--- src/design/mdg_pkg.sv ---
// ----------------------------------------------------------------------------
// mdg_pkg
// Shared types and codes for the maze dig generator.
// ----------------------------------------------------------------------------
package mdg_pkg;

    localparam int COORD_W = 6;   // coordinate field width
    localparam int XW      = 9;   // widened coordinate for border arithmetic
    localparam int CFG_W   = 7;   // size register width

    localparam logic [1:0] OP_START = 2'd0;
    localparam logic [1:0] OP_STEP  = 2'd1;
    localparam logic [1:0] OP_READ  = 2'd2;

    localparam logic [2:0] ST_STARTED   = 3'd0;
    localparam logic [2:0] ST_CARVED    = 3'd1;
    localparam logic [2:0] ST_BACKTRACK = 3'd2;
    localparam logic [2:0] ST_FINISHED  = 3'd3;
    localparam logic [2:0] ST_READ      = 3'd4;

    localparam logic [1:0] DIR_UP    = 2'd0;
    localparam logic [1:0] DIR_DOWN  = 2'd1;
    localparam logic [1:0] DIR_LEFT  = 2'd2;
    localparam logic [1:0] DIR_RIGHT = 2'd3;

    localparam logic CFG_IDX_WIDTH  = 1'b0;
    localparam logic CFG_IDX_HEIGHT = 1'b1;

    typedef enum logic [2:0] {
        RSEL_C  = 3'd0,   // digger row
        RSEL_U1 = 3'd1,
        RSEL_U2 = 3'd2,
        RSEL_D1 = 3'd3,
        RSEL_D2 = 3'd4,
        RSEL_Q  = 3'd5    // row asked for by a read
    } t_row_sel;

    typedef enum logic [4:0] {
        S_CLR_RST,
        S_IDLE,
        S_CLR_START,
        S_START,
        S_RD0,
        S_RD1,
        S_RD2,
        S_RD3,
        S_RD4,
        S_RD5,
        S_DECIDE,
        S_CARVE1,
        S_CARVE2,
        S_MOVE,
        S_POP_RD,
        S_POP_WR,
        S_RQ,
        S_RQW,
        S_DONE
    } t_state;

    typedef struct packed {
        logic     load_item;
        logic     clr_row;
        logic     start_wr;
        logic     rd_en;
        t_row_sel rd_sel;
        logic     cap_en;
        t_row_sel cap_sel;
        logic     decide;
        logic     carve1;
        logic     carve2;
        logic     move;
        logic     pop_rd;
        logic     pop_wr;
        logic     load_out;
    } t_dp_cmd;

    typedef struct packed {
        logic level_zero;
        logic clr_last;
        logic no_move;
        logic vertical;
        logic out_busy;
    } t_dp_stat;

endpackage

--- src/design/mdg_ctrl.sv ---
// ----------------------------------------------------------------------------
// mdg_ctrl
// Sequencer: steps the datapath through clear, dig, backtrack and read.
// ----------------------------------------------------------------------------
module mdg_ctrl (
    input  logic              i_clk,
    input  logic              i_rst_n,
    input  logic              i_in_valid,
    input  logic [1:0]        i_opcode,
    output logic              o_in_ready,
    input  mdg_pkg::t_dp_stat i_stat,
    output mdg_pkg::t_dp_cmd  o_cmd
);

    mdg_pkg::t_state r_state;
    mdg_pkg::t_state n_state;

    always_ff @(posedge i_clk) begin
        if (!i_rst_n) begin
            r_state <= mdg_pkg::S_CLR_RST;
        end else begin
            r_state <= n_state;
        end
    end

    always_comb begin
        n_state    = r_state;
        o_in_ready = 1'b0;
        o_cmd      = '0;
        o_cmd.rd_sel  = mdg_pkg::RSEL_C;
        o_cmd.cap_sel = mdg_pkg::RSEL_C;
        case (r_state)
            mdg_pkg::S_CLR_RST: begin
                o_cmd.clr_row = 1'b1;
                if (i_stat.clr_last) begin
                    n_state = mdg_pkg::S_IDLE;
                end
            end
            mdg_pkg::S_IDLE: begin
                o_in_ready = 1'b1;
                if (i_in_valid) begin
                    o_cmd.load_item = 1'b1;
                    case (i_opcode)
                        mdg_pkg::OP_START: n_state = mdg_pkg::S_CLR_START;
                        mdg_pkg::OP_STEP:  n_state = i_stat.level_zero ?
                                                     mdg_pkg::S_DONE : mdg_pkg::S_RD0;
                        default:           n_state = mdg_pkg::S_RQ;
                    endcase
                end
            end
            mdg_pkg::S_CLR_START: begin
                o_cmd.clr_row = 1'b1;
                if (i_stat.clr_last) begin
                    n_state = mdg_pkg::S_START;
                end
            end
            mdg_pkg::S_START: begin
                o_cmd.start_wr = 1'b1;
                n_state = mdg_pkg::S_DONE;
            end
            mdg_pkg::S_RD0: begin
                o_cmd.rd_en  = 1'b1;
                o_cmd.rd_sel = mdg_pkg::RSEL_C;
                n_state = mdg_pkg::S_RD1;
            end
            mdg_pkg::S_RD1: begin
                o_cmd.rd_en   = 1'b1;
                o_cmd.rd_sel  = mdg_pkg::RSEL_U1;
                o_cmd.cap_en  = 1'b1;
                o_cmd.cap_sel = mdg_pkg::RSEL_C;
                n_state = mdg_pkg::S_RD2;
            end
            mdg_pkg::S_RD2: begin
                o_cmd.rd_en   = 1'b1;
                o_cmd.rd_sel  = mdg_pkg::RSEL_U2;
                o_cmd.cap_en  = 1'b1;
                o_cmd.cap_sel = mdg_pkg::RSEL_U1;
                n_state = mdg_pkg::S_RD3;
            end
            mdg_pkg::S_RD3: begin
                o_cmd.rd_en   = 1'b1;
                o_cmd.rd_sel  = mdg_pkg::RSEL_D1;
                o_cmd.cap_en  = 1'b1;
                o_cmd.cap_sel = mdg_pkg::RSEL_U2;
                n_state = mdg_pkg::S_RD4;
            end
            mdg_pkg::S_RD4: begin
                o_cmd.rd_en   = 1'b1;
                o_cmd.rd_sel  = mdg_pkg::RSEL_D2;
                o_cmd.cap_en  = 1'b1;
                o_cmd.cap_sel = mdg_pkg::RSEL_D1;
                n_state = mdg_pkg::S_RD5;
            end
            mdg_pkg::S_RD5: begin
                o_cmd.cap_en  = 1'b1;
                o_cmd.cap_sel = mdg_pkg::RSEL_D2;
                n_state = mdg_pkg::S_DECIDE;
            end
            mdg_pkg::S_DECIDE: begin
                o_cmd.decide = 1'b1;
                n_state = i_stat.no_move ? mdg_pkg::S_POP_RD : mdg_pkg::S_CARVE1;
            end
            mdg_pkg::S_CARVE1: begin
                o_cmd.carve1 = 1'b1;
                n_state = i_stat.vertical ? mdg_pkg::S_CARVE2 : mdg_pkg::S_MOVE;
            end
            mdg_pkg::S_CARVE2: begin
                o_cmd.carve2 = 1'b1;
                n_state = mdg_pkg::S_MOVE;
            end
            mdg_pkg::S_MOVE: begin
                o_cmd.move = 1'b1;
                n_state = mdg_pkg::S_DONE;
            end
            mdg_pkg::S_POP_RD: begin
                o_cmd.pop_rd = 1'b1;
                n_state = mdg_pkg::S_POP_WR;
            end
            mdg_pkg::S_POP_WR: begin
                o_cmd.pop_wr = 1'b1;
                n_state = mdg_pkg::S_DONE;
            end
            mdg_pkg::S_RQ: begin
                o_cmd.rd_en  = 1'b1;
                o_cmd.rd_sel = mdg_pkg::RSEL_Q;
                n_state = mdg_pkg::S_RQW;
            end
            mdg_pkg::S_RQW: begin
                o_cmd.cap_en  = 1'b1;
                o_cmd.cap_sel = mdg_pkg::RSEL_C;
                n_state = mdg_pkg::S_DONE;
            end
            mdg_pkg::S_DONE: begin
                if (!i_stat.out_busy) begin
                    o_cmd.load_out = 1'b1;
                    n_state = mdg_pkg::S_IDLE;
                end
            end
            default: begin
                n_state = mdg_pkg::S_IDLE;
            end
        endcase
    end

endmodule

--- config.mk ---
export PLATFORM = sky130hd
export DESIGN_NAME = mdg_ctrl
export DESIGN_NICKNAME = d
export VERILOG_FILES = /design/src/design/mdg_pkg.sv /design/src/design/mdg_ctrl.sv
export SDC_FILE = /design/constraint.sdc
export NUM_CORES = 1
export LEC_CHECK = 0
export BUFFER_PORTS_ARGS = -buffer_cell sky130_fd_sc_hd__buf_2
export CAP_MARGIN = 20
export CORE_MARGIN = 5
export CORE_UTILIZATION = 47
export DETAILED_ROUTE_END_ITERATION = 8
export PLACE_DENSITY_LB_ADDON = 0.15
export SYNTH_ARGS = -nofsm -noshare
export SYNTH_HDL_FRONTEND = slang
export SYNTH_SLANG_ARGS = --single-unit
export TNS_END_PERCENT = 30
--- constraint.sdc ---
create_clock -name i_clk -period 1.7 [get_ports i_clk]
set_input_delay 0.085 -clock i_clk [delete_from_list [all_inputs] [get_ports i_clk]]
set_output_delay 0.085 -clock i_clk [all_outputs]
set_load 0.05 [all_outputs]
# == Yosys cells after proc, flatten, opt, wreduce, memory -nomap -nowiden ==
# Index checks and enable logic that the tools add are counted.
# classes
addsub,0
multipliers,0
div,0
n_lt_le_gt_ge,0
n_eq_ne,23
n_shift,0
muxes,24
n_bitwise,0
n_reduce_logical,6
# op_table
op,n
5-bit case mux with 16 select lines,1
"5-bit by 4-bit == test with 1-bit output, second input constant",8
5-bit two-way mux,5
4-bit case mux with 6 select lines,1
"5-bit by 3-bit == test with 1-bit output, second input constant",4
4-bit case mux with 5 select lines,1
"5-bit == test, second input constant",3
1-bit two-way mux,14
"5-bit by 2-bit == test with 1-bit output, second input constant",2
5-bit case mux with 2 select lines,1
"2-bit != test, second input constant",4
"5-bit by 1-bit == test with 1-bit output, second input constant",1
5-bit logical NOT,1
4-bit AND reduction,1
2-bit OR reduction,2
4-bit OR reduction,1
3-bit two-way mux,1
"2-bit by 1-bit == test with 1-bit output, second input constant",1
2-bit logical NOT,1
# totals
register_bits,5
latchBits,0
ramBits,0
rom_bits,0
input_bits,10
out_inout_bits,19
n_memories,0

# == Logic depth before layout (Yosys ltp) ==
# Gate-level depths: netlist of run 1.
# logic_depth
word_depth,4
mapped_depth,6
ltp_nobuf,4

# == Least setup slack after synthesis of run 1 ==
# OpenSTA, ideal clock, no wires.
# synth_path
kind,register to output
from,register r_state[4]
to,output o_cmd[0] (netlist name)
arrival_time_ns,2.454
required_time_ns,1.615
setup_slack_ns,-0.839
path_stages_with_launch,4
cell_sequence,dfxtp_1 > buf_2 > nor2b_1 > nor4b_1
# synth_rtl
item,line,text
start: declaration,mdg_ctrl.sv:15,mdg_pkg::t_state r_state;
start signal: assignment,mdg_ctrl.sv:20,r_state <= mdg_pkg::S_CLR_RST;
start signal: assignment,mdg_ctrl.sv:22,r_state <= n_state;
end: declaration,mdg_ctrl.sv:12,output mdg_pkg::t_dp_cmd o_cmd

==> metrics.md, run 1 <==
| Metric | Value |
|---|---|
| Starting DRC count in detailed routing | `13` |
| H-tree levels | `1` |
| Cell Area, Synth | `701 sq um` |
| Global-route usage over all layers | `16.5%` |
| EDFF count, synth | `0` |
| Min Tclk post-route | `1.66 ns` |
| Hold violation count in the final report | `0` |
| Clock Sinks | `5` |
| Share of the synthesized area in the top cell type | `14.3%` |
| Num CTS Buffers | `3` |
| Rows | `14` |
| Multi-input logic area | `574 sq um` |
| Initial antenna violation count | `0` |
| Synth warn | `0` |
| Tot Pwr | `0.395 mW` |
| Largest net degree at the start of global routing | `17` |
| Leak | `0.471 nW` |
| Crit Path Max Fanout | `6` |
| Post-Layout Inst Area | `985 sq um` |
| Crit Path Category | `flop to output port` |
| Max_cap viols | `0` |
| Comb power frac | `32.0%` |
| Critical Path Start Type | `flop` |
| Count of input and output buffers | `28` |
| Post-synth top flop | `dfxtp_1` |
| Die Y | `48.6 um` |
| Diodes inserted | `0` |
| Critical path required time | `1.62 ns` |
| Worst Hold Class | `input port to flop` |
| Critical Path, Cell by Cell | `buf_4, or3b_4, nor2_4, and2_1, buf_6` |
| Total DRC errors in the routed layout | `0` |
| Ranking of synthesized cells by area | `dfxtp_1, nor2_1, a21oi_1` |
| Yosys top cell by area | `dfxtp_1` |
| Total die area | `2360 sq um` |
| Switching power | `0.138 mW` |
| Proportion of layout cells with a drive suffix above 1 | `45.4%` |
| CP max-delay cell | `or3b_4` |
| Sequential Area | `111 sq um` |
| Total wire length | `2140 um` |
| Final period utilization | `97.4%` |
| Max Buffers Root-to-Sink | `2` |
| Drt first pass iters | `4` |
| Vias in the first global route | `778` |
| Worst path arrival time | `1.57 ns` |
| Antenna-violating nets left | `0` |
| Internal power | `0.258 mW` |
| Mean Syn Cell Area | `7.08 sq um` |
| Hold_buf cts | `0` |
| P per Cell Area | `401 nW/um^2` |
| Final Non-Filler Cells | `146` |
| Syn Nets | `109` |
| Clock network power share | `36.1%` |
| WP buf/inv | `2` |
| CTS tree | `done` |
| Die W | `48.6 um` |
| Core ar. | `1450 sq um` |
| Slew HR | `71.6%` |
| Fin. max-slew vios | `0` |
| Part of the power in registers | `31.9%` |
| Critical path's largest stage delay | `0.43 ns` |
| Vias per cell | `5.82` |
| Final setup vio count | `0` |
| FF+latch count, synth | `5` |
| Clk_skew | `0.00347 ns` |
| Endpoint class of the critical path | `output port` |
| Fillers | `126` |
| Dpl cell area | `903 sq um` |
| Placer Congestion | `0.816` |
| Cell variety after synth | `41` |
| Post-CTS setup buffers | `0` |
| Final hold slack | `0.122 ns` |
| Place WS | `0.138 ns` |
| Top reg by flops | `r_state` |
| DPL Wire Length | `1590 um` |
| Top Registers | `r_state (5)` |
| Synth-to-layout area growth | `40.5%` |
| Clk slew on worst S/H paths | `0.05 ns` |
| Routed WL per cell | `14.7 um` |
| Max IR drop VDD | `0.508 mV` |
| Switching share of power | `34.8%` |
| Slew @ Worst Pin | `0.419 ns` |
| CTS root buf | `clkbuf_4` |
| GRT Residual Overflow | `0` |
| IO Pins | `29` |
| First-pass GRT wire length | `3290 um` |
| Starting Density | `48.2%` |
| Placed cells | `142` |
| Cells after Synth | `99` |
| Fmax achieved | `0.604 GHz` |
| Max reg flops | `5` |
| Asr flop ratio synth | `0%` |
| Clk_lat worst skew | `0.24 ns` |
| RSZ-0062 raised after global routing | `true` |
| Setup ws final | `0.0440 ns` |
| Status | `complete, no violations` |
| Crit-path leading delay family | `simple AND/OR/NAND/NOR gates` |
| Seq/Total Area, Yosys | `14.3%` |
| # nets final | `141` |
| Vias | `849` |
## layout make-up
cell class                      instances  area share, %
Multi-Input combinational cell         79           58.3
Timing Repair Buffer                   36           23.4
Sequential cell                         5           11.3
Clock buffer                            4           2.67
Inverter                                6           2.29
Tap cell                               16           2.03
## layout by cell type, fill, tap and decap left out, drive strengths merged, types with 2 or more instances in the layout
cell    count
o211ai      2
inv         6
nor3        3
nor3b       4
nor2       14
a22oi       3
a21oi       8
clkbuf      7
dfxtp       5
nand2       7
buf        33
nor4        3
o21ai       5
nor2b       5
nand2b      3
o32ai       2
a31oi       2
a211oi      2
## stage by stage
step | setup TNS, ns | utilization (%)
global route | 0 | 67.7
global placement | 0 | 62.1
finish | 0 | 67.7
CTS | 0 | 65.3
detailed placement | 0 | 62.1
floorplan | -0.833 | -
## final timing paths
| check | slack, ns | endpoint | cells after the start | from |
|---|---|---|---|---|
| setup / recovery | 0.04 | o_cmd[17] | 5 | r_state[4] |
| hold reg to reg | 0.64 | r_state[3] | 2 | r_state[3] |
| setup reg to reg | 0.24 | r_state[0] | 4 | r_state[1] |
| hold / removal | 0.12 | r_state[0] | 2 | i_rst_n |
## cell usage after synthesis (2+ instances only)
library cell,n
a211oi_1,2
a21oi_1,8
a22oi_1,2
a31oi_1,2
buf_2,6
dfxtp_1,5
inv_1,6
nand2_1,7
nand2b_1,3
nor2_1,13
nor2b_1,5
nor3_1,3
nor3b_1,4
o21ai_0,5
o32ai_1,2
## routing by layer
metal / part of all wire, % / routed length (um) / GRT usage, % / vias to the layer above
li1: - / - / - / 423
met1: 41 / 878 / 18.8 / 398
met2: 53 / 1140 / 30.4 / 28
met3: 5.6 / 121 / 2.76 / 0
met4: 0 / 0 / 5.38 / 0
met5: 0 / 0 / 0 / -
## worst reg2reg max path, delay by kind of cell, from the launching register on
family	cells	cell delay, ns
AO/OA/AOI/OAI	2	0.51
AND/OR/NAND/NOR	1	0.27
buffers and inverters	1	0.18
flip-flops	1	0.38
## power groups by stage
stage	Clock, mW	Sequential [mW]	Combinational (mW)
2_1_floorplan	0	0.124	0.0962
3_3_place_gp	0	0.130	0.121
3_5_place_dp	0	0.130	0.122
4_1_cts	0.143	0.129	0.124
5_1_grt	0.154	0.127	0.136
6_report	0.143	0.126	0.127
## kinds of logic (layout without fill, tap and decap cells)
| group | count (synthesis) | in the layout | share of synthesized area, % |
|---|---|---|---|
| xor gates and xnor gates | 1 | 1 | 1.25 |
| AOI/OAI and AO/OA | 29 | 29 | 30.2 |
| DFF | 5 | 5 | 14.3 |
| and+or+nand+nor | 48 | 48 | 42.1 |
| buffers and inverters | 15 | 46 | 10.7 |
| muxes | 1 | 1 | 1.43 |
## timing repair
| item | 4_1_cts | 5_1_grt |
|---|---|---|
| setup endpoints to repair | 13 | 13 |
| gates cloned | 0 | 0 |
| resized for setup | 9 | 12 |
No activity file was read; power rests on OpenSTA's default activity.
==> run 2, diff against run 1 <==
- CTS_CLUSTER_SIZE: unset -> 14
- GPL_TIMING_DRIVEN: unset -> 0
==> metrics.md, run 2 (synthesis gave the netlist of run 1 again) <==
| Metric | Value |
|---|---|
| Status | `complete, no violations` |
| WP buf/inv | `2 (unchanged)` |
| Top reg by flops | `r_state` |
| Vias in the first global route | `812 (+4.4%)` |
| CTS tree | `done` |
| Min Tclk post-route | `1.64 ns (-0.0166 ns)` |
| Clk_skew | `0.00411 ns (+0.000647 ns)` |
| Diodes inserted | `0 (unchanged)` |
| Largest net degree at the start of global routing | `11 (-6)` |
| GRT Residual Overflow | `0 (unchanged)` |
| Multi-input logic area | `582 sq um (+1.3%)` |
| Hold_buf cts | `0 (unchanged)` |
| Max Buffers Root-to-Sink | `2 (unchanged)` |
| Crit-path leading delay family | `simple AND/OR/NAND/NOR gates` |
| Num CTS Buffers | `3 (unchanged)` |
| Worst Hold Class | `input port to flop` |
| Vias per cell | `5.95 (+2.3%)` |
| Comb power frac | `36.7% (+4.7 points)` |
| Top Registers | `r_state (5)` |
| Starting Density | `48.2% (unchanged)` |
| Setup TNS Final | `0 ns (unchanged)` |
| Switching power | `0.133 mW (-3.2%)` |
| Total die area | `2360 sq um (unchanged)` |
| Global-route usage over all layers | `18.3% (+1.7 points)` |
| Total DRC errors in the routed layout | `0 (unchanged)` |
| Core ar. | `1450 sq um (unchanged)` |
| Starting DRC count in detailed routing | `49 (+36)` |
| Max_cap viols | `0 (unchanged)` |
| Initial antenna violation count | `0 (unchanged)` |
| Placer Congestion | `0.828 (+1.5%)` |
| Sequential Area | `106 sq um (-4.5%)` |
| Max reg flops | `5 (unchanged)` |
| Switching share of power | `33.0% (-1.8 points)` |
| CP max-delay cell | `or3b_4` |
| Total wire length | `2230 um (+3.9%)` |
| Dpl cell area | `898 sq um (-0.55%)` |
| CTS root buf | `clkbuf_4` |
| Max IR drop VDD | `0.455 mV (-10%)` |
| Antenna-violating nets left | `0 (unchanged)` |
| Crit Path Category | `flop to output port` |
| Slew @ Worst Pin | `0.400 ns (-0.0193 ns)` |
| RSZ-0062 raised after global routing | `true` |
| Hold violation count in the final report | `0 (unchanged)` |
| Vias | `892 (+5.1%)` |
| Fin. max-slew vios | `0 (unchanged)` |
| Synth-to-layout area growth | `50.4%` |
| Fmax achieved | `0.610 GHz (+1.0%)` |
| Most common cell after layout, fill and taps aside | `buf_2` |
| Fillers | `121 (-4.0%)` |
| Critical path required time | `1.62 ns (about the same)` |
| Post-Layout Inst Area | `1050 sq um (+7.0%)` |
| # nets final | `145 (+2.8%)` |
| Drt first pass iters | `4 (unchanged)` |
| P per Cell Area | `383 nW/um^2 (-4.5%)` |
| Part of the power in registers | `30.2% (-1.7 points)` |
| Clk slew on worst S/H paths | `0.04 ns (about the same)` |
| Rows | `14 (unchanged)` |
| Critical Path Start Type | `flop` |
| Crit Path Max Fanout | `10 (+4)` |
| Slew HR | `72.9% (+1.3 points)` |
| IO Pins | `29 (unchanged)` |
| First-pass GRT wire length | `3550 um (+8.0%)` |
| Proportion of layout cells with a drive suffix above 1 | `47.8% (+2.4 points)` |
| Final setup vio count | `0 (unchanged)` |
| Critical path's largest stage delay | `0.43 ns (about the same)` |
| Global routing usage on met2 | `31.3% (+0.87 points)` |
| Die Y | `48.6 um (unchanged)` |
| Top Usage Layer GRT | `met2` |
| Internal power | `0.271 mW (+5.1%)` |
| Final period utilization | `96.4% (-0.97 points)` |
| M3 GR Usage | `3.99% (+1.2 points)` |
| Leak | `0.495 nW (+5.0%)` |
| DPL Wire Length | `1630 um (+2.0%)` |
| Most frequent cells in the layout | `buf_2, buf_4, nor2_1, buf_6, a21oi_1` |
| Endpoint class of the critical path | `output port` |
| Die W | `48.6 um (unchanged)` |
| Worst path arrival time | `1.55 ns (-0.02 ns)` |
| H-tree levels | `1 (unchanged)` |
| Clk_lat worst skew | `0.24 ns (about the same)` |
| Met1 GRT Util | `22.5% (+3.6 points)` |
| Tot Pwr | `0.404 mW (+2.2%)` |
| Clock network power share | `33.1% (-3.0 points)` |
| Clock Sinks | `5 (unchanged)` |
| Count of input and output buffers | `28 (unchanged)` |
| Critical Path, Cell by Cell | `buf_4, or3b_4, nor2_4, and2_1, buf_6` |
| Routed WL per cell | `14.8 um (+1.1%)` |
| Util after Layout | `72.5% (+4.7 points)` |
## run 2: changes by cell type in the layout (fill, tap and decap cells not counted), moves of 2 or more
| cell | before | now |
|---|---|---|
| nor2b_2 | 0 | 2 |
| nor2_1 | 13 | 11 |
| buf_6 | 2 | 8 |
| nor2_2 | 0 | 2 |
| nor2b_1 | 5 | 3 |
| dfxtp_1 | 0 | 2 |
| buf_2 | 19 | 16 |
## run 2: metrics by stage
step | setup slack (ns) | std cells | hold WS (ns)
4_1_cts | 0.00224 | 147 | 0.123
3_3_place_gp | 0.122 | 143 | 0.378
3_5_place_dp | 0.0917 | 143 | 0.372
2_1_floorplan | -0.324 | 99 | 0.216
5_1_grt | -0.0394 | 150 | 0.119
6_report | 0.0606 | 150 | 0.129
## run 2: worst paths after layout
kind	from	endpoint	slack (ns)	cells after the start
min	i_rst_n	r_state[0]	0.13	2
max	r_state[4]	o_cmd[17]	0.06	5
max reg2reg	r_state[0]	r_state[0]	0.23	6
min reg2reg	r_state[0]	r_state[4]	0.57	3
## run 2: cell type report
type | count | area share, %
buffer | 9 | 8.43
clock buffer | 4 | 2.49
inverter | 6 | 2.14
multi-input combinational | 79 | 55.2
sequential | 5 | 10.1
tap | 16 | 1.90
timing repair buffer | 31 | 19.7
## run 2: power by group through the flow
stage	sequential, mW	combinational (mW)	clock [mW]
after floorplan	0.124	0.0962	0
after global placement	0.125	0.126	0
after detailed placement	0.125	0.129	0
after CTS	0.123	0.132	0.141
after global routing	0.122	0.157	0.151
final	0.122	0.148	0.134
## run 2: per-layer routing
| layer | share of wire, % | up-vias |
|---|---|---|
| li1 | - | 432 |
| met3 | 9.4 | 0 |
| met1 | 41 | 413 |
| met5 | 0 | - |
| met4 | 0 | 0 |
| met2 | 49 | 47 |
## run 2: repair_timing
action                     CTS  global route
buffers inserted             0             3
setup endpoints to repair   13            15
resized for setup           18            20
==> run 3, diff against run 2 <==
- ABC_AREA: unset -> 1
- CORE_UTILIZATION: 47 -> 45
==> metrics.md, run 3 <==
| Metric | Value |
|---|---|
| Diodes inserted | `0 (unchanged)` |
| Sequential Area | `108 sq um (+1.2%)` |
| Most frequent cells in the layout | `nand2_1, buf_2, nor2_1, inv_1, nand3_1` |
| Placer Congestion | `0.874 (+5.6%)` |
| Clk_skew | `0.00396 ns (-0.000156 ns)` |
| GRT Residual Overflow | `0 (unchanged)` |
| Min Tclk post-route | `1.65 ns (+0.0116 ns)` |
| Largest net degree at the start of global routing | `11 (unchanged)` |
| Num CTS Buffers | `3 (unchanged)` |
| Mean Syn Cell Area | `5.41 sq um (-24%)` |
| CTS root buf | `clkbuf_4` |
| Starting Density | `48.7% (+0.49 points)` |
| Vias per cell | `4.95 (-17%)` |
| Count of input and output buffers | `28 (unchanged)` |
| Max reg flops | `5 (unchanged)` |
| Final hold slack | `0.163 ns (+0.0347 ns)` |
| Crit Path Category | `flop to output port` |
| Synth top cells by count | `nand2_1, inv_1, nor2_1` |
| Synth-to-layout area growth | `36.8%` |
| Clk_lat worst skew | `0.24 ns (about the same)` |
| Max IR drop VDD | `0.797 mV (+75%)` |
| Routed WL per cell | `11.0 um (-26%)` |
| Drt first pass iters | `4 (unchanged)` |
| Leak | `0.570 nW (+15%)` |
| Crit Path Max Fanout | `7 (-3)` |
| Place WS | `0.157 ns (+0.0655 ns)` |
| Endpoint class of the critical path | `output port` |
| CTS tree | `done` |
| Total wire length | `1870 um (-16%)` |
| Yosys top cell by area | `nand2_1` |
| Count leader, synth | `nand2_1` |
| EDFF count, synth | `0 (unchanged)` |
| Final setup vio count | `0 (unchanged)` |
| Asr flop ratio synth | `0% (unchanged)` |
| Multi-input logic area | `458 sq um (-21%)` |
| Initial antenna violation count | `0 (unchanged)` |
| First-pass GRT wire length | `2880 um (-19%)` |
| Rows | `13 (-1)` |
| Total DRC errors in the routed layout | `0 (unchanged)` |
| Tot Pwr | `0.809 mW (+100%)` |
| Core ar. | `1330 sq um (-8.3%)` |
| Fillers | `133 (+9.9%)` |
| FF+latch count, synth | `5 (unchanged)` |
| Max_cap viols | `0 (unchanged)` |
| Vias in the first global route | `728 (-10%)` |
| Ranking of synthesized cells by area | `nand2_1, dfxtp_1, inv_1` |
| Seq/Total Area, Yosys | `15.4% (+1.1 points)` |
| Critical Path Start Type | `flop` |
| Top reg by flops | `r_state` |
| Die W | `48.0 um (-1.3%)` |
| Critical path required time | `1.62 ns (about the same)` |
| Share of the synthesized area in the top cell type | `18.5% (+4.2 points)` |
| Global-route usage over all layers | `17.3% (-0.96 points)` |
| Antenna-violating nets left | `0 (unchanged)` |
| Vias | `841 (-5.7%)` |
| Syn Nets | `130 (+19%)` |
| Top Registers | `r_state (5)` |
| DPL Wire Length | `1540 um (-5.4%)` |
| Total die area | `2300 sq um (-2.6%)` |
| Proportion of layout cells with a drive suffix above 1 | `41.3% (-6.5 points)` |
| Most common cell after layout, fill and taps aside | `nand2_1` |
| Cell Area, Synth | `649 sq um (-7.3%)` |
| Post-synth top flop | `dfxtp_1` |
| # nets final | `166 (+14%)` |
| Synth warn | `0 (unchanged)` |
| IO Pins | `29 (unchanged)` |
| Max Buffers Root-to-Sink | `2 (unchanged)` |
| Hold violation count in the final report | `0 (unchanged)` |
| Setup TNS Final | `0 ns (unchanged)` |
| Fin. max-slew vios | `0 (unchanged)` |
| Die Y | `48.0 um (-1.3%)` |
| P per Cell Area | `910 nW/um^2 (+140%)` |
| Cell variety after synth | `20 (-51%)` |
| Slew @ Worst Pin | `0.255 ns (-0.145 ns)` |
| Worst path arrival time | `1.57 ns (+0.02 ns)` |
| Setup ws final | `0.0490 ns (-0.0116 ns)` |
| Util after Layout | `66.6% (-5.9 points)` |
| Clock Sinks | `5 (unchanged)` |
| Slew HR | `83.1% (+10 points)` |
| Worst Hold Class | `input port to flop` |
| H-tree levels | `1 (unchanged)` |
| Fmax achieved | `0.606 GHz (-0.70%)` |
| Status | `complete, no violations` |
| Cells after Synth | `120 (+21%)` |
| Clk slew on worst S/H paths | `0.04 ns (about the same)` |
| Final period utilization | `97.1% (+0.68 points)` |
| Starting DRC count in detailed routing | `34 (-31%)` |
## run 3: cell types whose count changed after synthesis, moves of 4 or more
cell / change
buf_2: -6
inv_1: +12
nor2_2: +7
a21oi_1: -8
nand3_1: +12
nand2_1: +25
nor2b_1: -5
nor3b_1: -4
inv_2: +5
nor2_1: +5
## run 3: final cells by class
class                           instances  area share, %
Buffer                                  1           1.27
Clock buffer                            4           2.96
Inverter                               23           10.1
Multi-Input combinational cell         90           51.5
Sequential cell                         5           12.1
Tap cell                               15           2.11
Timing Repair Buffer                   32           19.9
## run 3: kinds of logic after synthesis
family                 Yosys count  synth area share [%]
flip-flops                       5                  15.4
AO/OA/AOI/OAI                    7                  6.74
buffers and inverters           25                  15.8
AND/OR/NAND/NOR                 83                  62.0
## run 3: report_power, final
| part | total, mW | switching (mW) | internal [mW] |
|---|---|---|---|
| Sequential | 0.168 | 0.0296 | 0.139 |
| Combinational | 0.505 | 0.357 | 0.149 |
| Clock | 0.135 | 0.0465 | 0.0886 |
| Total | 0.809 | 0.433 | 0.376 |
## run 3: final timing paths
path                            startpoint    endpoint  slack (ns)  depth (start not counted)
worst max-delay path            r_state[4]   o_cmd[10]        0.05                          6
worst min-delay path               i_rst_n  r_state[2]        0.16                          3
worst max register to register  r_state[4]  r_state[0]        0.30                         11
worst min register to register  r_state[1]  r_state[1]        0.59                          2
## run 3: per-stage QoR
stage	instance area, sq um	std cells
after floorplan	656	120
after global placement	815	163
after detailed placement	815	163
after CTS	846	166
after global routing	888	170
final	888	170
## run 3: worst max-delay path, stage by stage, from the launching register on
cell        delay (ns)
dfxtp_1           0.31
buf_6             0.13
clkinvlp_4        0.14
nand3_1           0.13
nand2_1           0.08
or3_1             0.38
buf_6             0.16
## run 3: what timing repair did
action,in CTS,in global routing
gates resized for setup,4,5
pin swaps,0,0
setup endpoints to repair,1,4
hold buffers,0,0
setup buffers,0,4
## run 3: layer usage
| layer | track usage [%] | share of wire [%] | vias up |
|---|---|---|---|
| met2 | 29.3 | 48 | 32 |
| met5 | 0 | 0 | - |
| met3 | 1.88 | 7.1 | 2 |
| li1 | - | - | 443 |
| met4 | 4.84 | 0.43 | 0 |
| met1 | 23.0 | 44 | 364 |
